$ cat src/hdl/rsk_pkg.sv
// ----------------------------------------------------------------------------
// rsk_pkg
// Shared types and constants for the record sort unit.
// ----------------------------------------------------------------------------
package rsk_pkg;

    localparam int unsigned KEY_W           = 12;
    localparam int unsigned TAG_W           = 16;
    localparam int unsigned MAX_RECORDS_DEF = 64;

    typedef struct packed {
        logic [KEY_W-1:0] grade_key;
        logic [TAG_W-1:0] record_tag;
        logic             last_record;
    } t_in_item;

    typedef struct packed {
        logic [KEY_W-1:0] sorted_key;
        logic [TAG_W-1:0] sorted_tag;
        logic             run_end;
        logic             overflowed;
    } t_out_item;

    // controller to datapath
    typedef struct packed {
        logic load;   // insert the input item into the cell chain
        logic shift;  // move the chain one place toward the head
        logic clear;  // empty the chain and the drop flag
    } t_dp_cmd;

    // datapath to controller
    typedef struct packed {
        logic empty;  // no record held
        logic one;    // exactly one record held
    } t_dp_sts;

endpackage

$ cat src/hdl/rsk_ctrl.sv
// ----------------------------------------------------------------------------
// rsk_ctrl
// Controller: loads items until the last one, then drains the chain through
// the output register one record per cycle while the receiver is ready.
// ----------------------------------------------------------------------------
module rsk_ctrl
    import rsk_pkg::*;
(
    input  logic     i_clk,
    input  logic     i_rst_n,
    input  logic     i_in_valid,
    input  logic     i_in_last,
    output logic     o_in_ready,
    input  logic     i_out_ready,
    output logic     o_out_valid,
    output logic     o_out_load,
    output logic     o_out_end,
    input  t_dp_sts  i_sts,
    output t_dp_cmd  o_cmd
);

    typedef enum logic [1:0] {
        ST_LOAD  = 2'b01,
        ST_DRAIN = 2'b10
    } t_state;

    t_state r_state, n_state;
    logic   r_ovld;
    logic   w_take;

    // output register may be refilled when empty or being taken
    assign w_take = (r_state == ST_DRAIN) && !i_sts.empty && (!r_ovld || i_out_ready);

    assign o_in_ready  = (r_state == ST_LOAD);
    assign o_out_valid = r_ovld;
    assign o_out_load  = w_take;
    assign o_out_end   = i_sts.one;

    always_comb begin
        o_cmd       = '0;
        o_cmd.load  = o_in_ready && i_in_valid;
        o_cmd.shift = w_take;
        o_cmd.clear = w_take && i_sts.one;
    end

    // next state
    always_comb begin
        n_state = r_state;
        unique case (r_state)
            ST_LOAD: begin
                if (i_in_valid && i_in_last) n_state = ST_DRAIN;
            end
            ST_DRAIN: begin
                if (w_take && i_sts.one) n_state = ST_LOAD;
            end
            default: n_state = ST_LOAD;
        endcase
    end

    always_ff @(posedge i_clk) begin
        if (!i_rst_n) begin
            r_state <= ST_LOAD;
            r_ovld  <= 1'b0;
        end else begin
            r_state <= n_state;
            if (w_take) r_ovld <= 1'b1;
            else if (i_out_ready) r_ovld <= 1'b0;
        end
    end

    // drain only starts with something held
    a_drain_nonempty: assert property (@(posedge i_clk) disable iff (!i_rst_n)
        (r_state == ST_LOAD && n_state == ST_DRAIN) |=> !i_sts.empty)
        else $error("drain started on empty chain");
    // no input accepted while draining
    a_no_load_drain: assert property (@(posedge i_clk) disable iff (!i_rst_n)
        (r_state == ST_DRAIN) |-> !o_cmd.load)
        else $error("load during drain");
    // a stalled result is not overwritten
    a_hold: assert property (@(posedge i_clk) disable iff (!i_rst_n)
        (r_ovld && !i_out_ready) |-> !w_take)
        else $error("output overwritten");

endmodule

$ cat config.mk
export PLATFORM = sky130hd
export DESIGN_NAME = rsk_ctrl
export DESIGN_NICKNAME = d
export VERILOG_FILES = /design/src/hdl/rsk_pkg.sv /design/src/hdl/rsk_ctrl.sv
export SDC_FILE = /design/constraint.sdc
export NUM_CORES = 1
export LEC_CHECK = 0
export BUFFER_PORTS_ARGS = -buffer_cell sky130_fd_sc_hd__buf_2
export CAP_MARGIN = 20
export CELL_PAD_IN_SITES_DETAIL_PLACEMENT = 1
export CELL_PAD_IN_SITES_GLOBAL_PLACEMENT = 1
export CORE_AREA = 8 8 45 47
export CTS_BUF_LIST = sky130_fd_sc_hd__clkbuf_4 sky130_fd_sc_hd__clkbuf_8
export CTS_CLUSTER_DIAMETER = 80
export DETAILED_ROUTE_END_ITERATION = 7
export DIE_AREA = 0 0 53 55
export PLACE_DENSITY_LB_ADDON = 0.1
export SETUP_SLACK_MARGIN = 0.3
export SLEW_MARGIN = 5
export SYNTH_ARGS = -nofsm -noshare
export SYNTH_HDL_FRONTEND = slang
export SYNTH_SLANG_ARGS = --single-unit
$ cat constraint.sdc
create_clock -name i_clk -period 1.5 [get_ports i_clk]
set_clock_uncertainty 0.1 [all_clocks]
set_input_delay 0.15 -clock i_clk [delete_from_list [all_inputs] [get_ports i_clk]]
set_output_delay 0.15 -clock i_clk [all_outputs]
set_load 0.005 [all_outputs]
==> metrics.cfg <==
[flow_run]
maxCapViolCount = 0

[hold_path]
min_from = i_rst_n
hold_class = input pin to flip-flop
min_to = o_out_valid$_SDFFE_PN0P_
whs_path_depth = 2

[die]
pin_count = 14
initial_core_util_pct = 11.6
die_y_um = 55
rows = 14
core_sq_um = 1380
dieArea_sq_um = 2920
die_x_um = 53

[synth]
synth.top_cells.by_area = dfxtp_1 (38%), buf_4 (9.4%), and2_1 (7.8%)
syn-mean-instance-area_sq_um = 8.43
synth_edf_count = 0
synth.distinct_cells = 13
synth_top_area_share_pct = 37.5
yosys-top-cells-count = dfxtp_1 (3), and2_1 (2), buf_4 (2), inv_1 (2), nand2b_1 (2)
yosysSeqAreaShare_pct = 37.5
synthMostInstantiatedCell = dfxtp_1
synth_area_sq_um = 160
ys.flop_type = dfxtp_1
syn-num-nets = 26
ys_warn_count = 0
syn_inst = 19
synth-seq-cells = 3
ys_async_sr_fraction_pct = 0
yosysTopAreaCell = dfxtp_1

[worst_setup_path]
r2r-end = r_state[1]$_SDFFE_PN0P_
path_max_fanout = 2
worstPathArrival_ns = 1.10
required_ns = 1.25
worstSetupPathType = flip-flop to output pin
cp-end-kind = output pin
worstRegToRegCells = 5
critPathMaxStageDelay_ns = 0.31
cp-start-kind = flip-flop
r2r_start = r_state[0]$_SDFFE_PN1P_
cp_cell_sequence = nand2b_4 > nor3b_4 > and2_1 > buf_2
rrSetupSlack_ns = 0.25
slowest_stage = dfxtp_2

[placed_design]
place_area_sq_um = 230
dp.cells = 46
portBuffers = 13
gp_congestion = 0.638

[outcome]
status = finished clean

[timing]
hold_viol = 0
fmax_mhz = 742
finalCritPeriodShare_pct = 89.9
tightest_slew_ns = 0.323
slew_headroom_pct = 78.3
fin_crit_ns = 1.35
fin_hold_ws_ns = 0.0551
rsz0062_at_grt = true
tns_ns = 0
slew_violations = 0
setup_viol = 0

[global_route]
grt_max_degree = 4
track_usage_pct = 4.53
antenna_found_initial = 0
grt_pass1_wl_um = 876
grt_pass1_vias = 218
overflow = 0

[clock_tree]
cts_num_sinks = 3
cts_buffers = 3
clock_path_buffers = 2
h-tree-depth = 1
cts.clk_slew.worst_paths_ns = 0.04
clockRootBuffer = clkbuf_4
postCtsHoldBufs = 0
clk_latency_ns = 0.23
cts_tree = yes

[drt]
wire_per_inst_um = 10.7
antenna_left = 0
drtPass1Iterations = 2
drc_errors = 0
viasPerCell = 3.78
num_vias = 204
wl_um = 579
drt_iter0_drc = 2

[power]
max-vdd-ir-drop_uv = 470
p_per_area_nw_per_um2 = 833
p_leak_nw = 0.173

[finish]
final_layout_size_suffix_gt1_share_pct = 65.8
area_growth_pct = 105
n_antenna_cell = 0
fin_cells = 54
final_nets = 46
design_area_sq_um = 328

==> how the worst max path moves through the flow <==
stage                        startpoint       end  slack, ns  depth (start not counted)
2_1_floorplan   r_state[0]$_SDFFE_PN1P_  o_cmd[0]       0.31                          3
3_3_place_gp    r_state[0]$_SDFFE_PN1P_  o_cmd[0]       0.27                          4
3_5_place_dp    r_state[0]$_SDFFE_PN1P_  o_cmd[0]       0.24                          4
4_1_cts         r_state[0]$_SDFFE_PN1P_  o_cmd[0]       0.13                          4
5_1_grt        o_out_valid$_SDFFE_PN0P_  o_cmd[0]       0.06                          4
6_report        r_state[0]$_SDFFE_PN1P_  o_cmd[0]       0.15                          4
==> power breakdown <==
group / total (mW) / switching (mW) / internal [mW]
combinational: 0.0320 / 0.0122 / 0.0198
sequential: 0.0857 / 0.00217 / 0.0835
clock: 0.155 / 0.0381 / 0.117
total: 0.273 / 0.0525 / 0.221
==> registers in the layout, indices dropped and copies added, names as in the netlist <==
signal       flops
o_out_valid      1
r_state          2
==> cell type report <==
type	count	area (sq um)
Multi-Input combinational cell	12	96.3
Inverter	2	7.51
Tap cell	16	20.0
Fill cell	172	1060
Sequential cell	3	62.6
Clock buffer	4	30.0
Timing Repair Buffer	17	111
==> per-layer routing <==
| layer | routed length (um) | share of wire [%] | track usage (%) |
|---|---|---|---|
| met2 | 306 | 53 | 7.81 |
| met5 | 0 | 0 | 0 |
| met4 | 0 | 0 | 3.88 |
| met1 | 223 | 39 | 3.03 |
| met3 | 50 | 8.6 | 3.74 |
==> placed cells by master, fill, tap and decap left out, types with 2 or more instances in the layout <==
master     n
buf_4      3
and2_1     2
inv_1      2
buf_2     11
dfxtp_2    2
buf_6      3
clkbuf_4   4
==> through the flow <==
step	total power [mW]	util (%)	setup slack (ns)
finish	0.273	23.7	0.151
global route	0.294	23.7	0.0563
CTS	0.279	21.9	0.130
detailed placement	0.111	16.6	0.240
global placement	0.111	16.6	0.266
floorplan	0.0962	-	0.312
==> worst max-delay path, delay by kind of cell (launching register included) <==
kind,cells,cell delay [ns]
simple gates,3,0.46
flops,1,0.31
buf+inv,1,0.11
==> cell families after synthesis <==
kind of cell	Yosys count	share of synthesized area (%)
AOI/OAI and AO/OA	2	8.59
and+or+nand+nor	10	39.8
DFF	3	37.5
buffers and inverters	4	14.1
==> timing repair <==
item / CTS / global route
endpoints found under the setup margin: 3 / 5
gates resized for setup: 6 / 2
buffers inserted: 2 / 2
cloned: 0 / 0
pin swaps: 2 / 3
No activity file was read; power rests on OpenSTA's default activity.
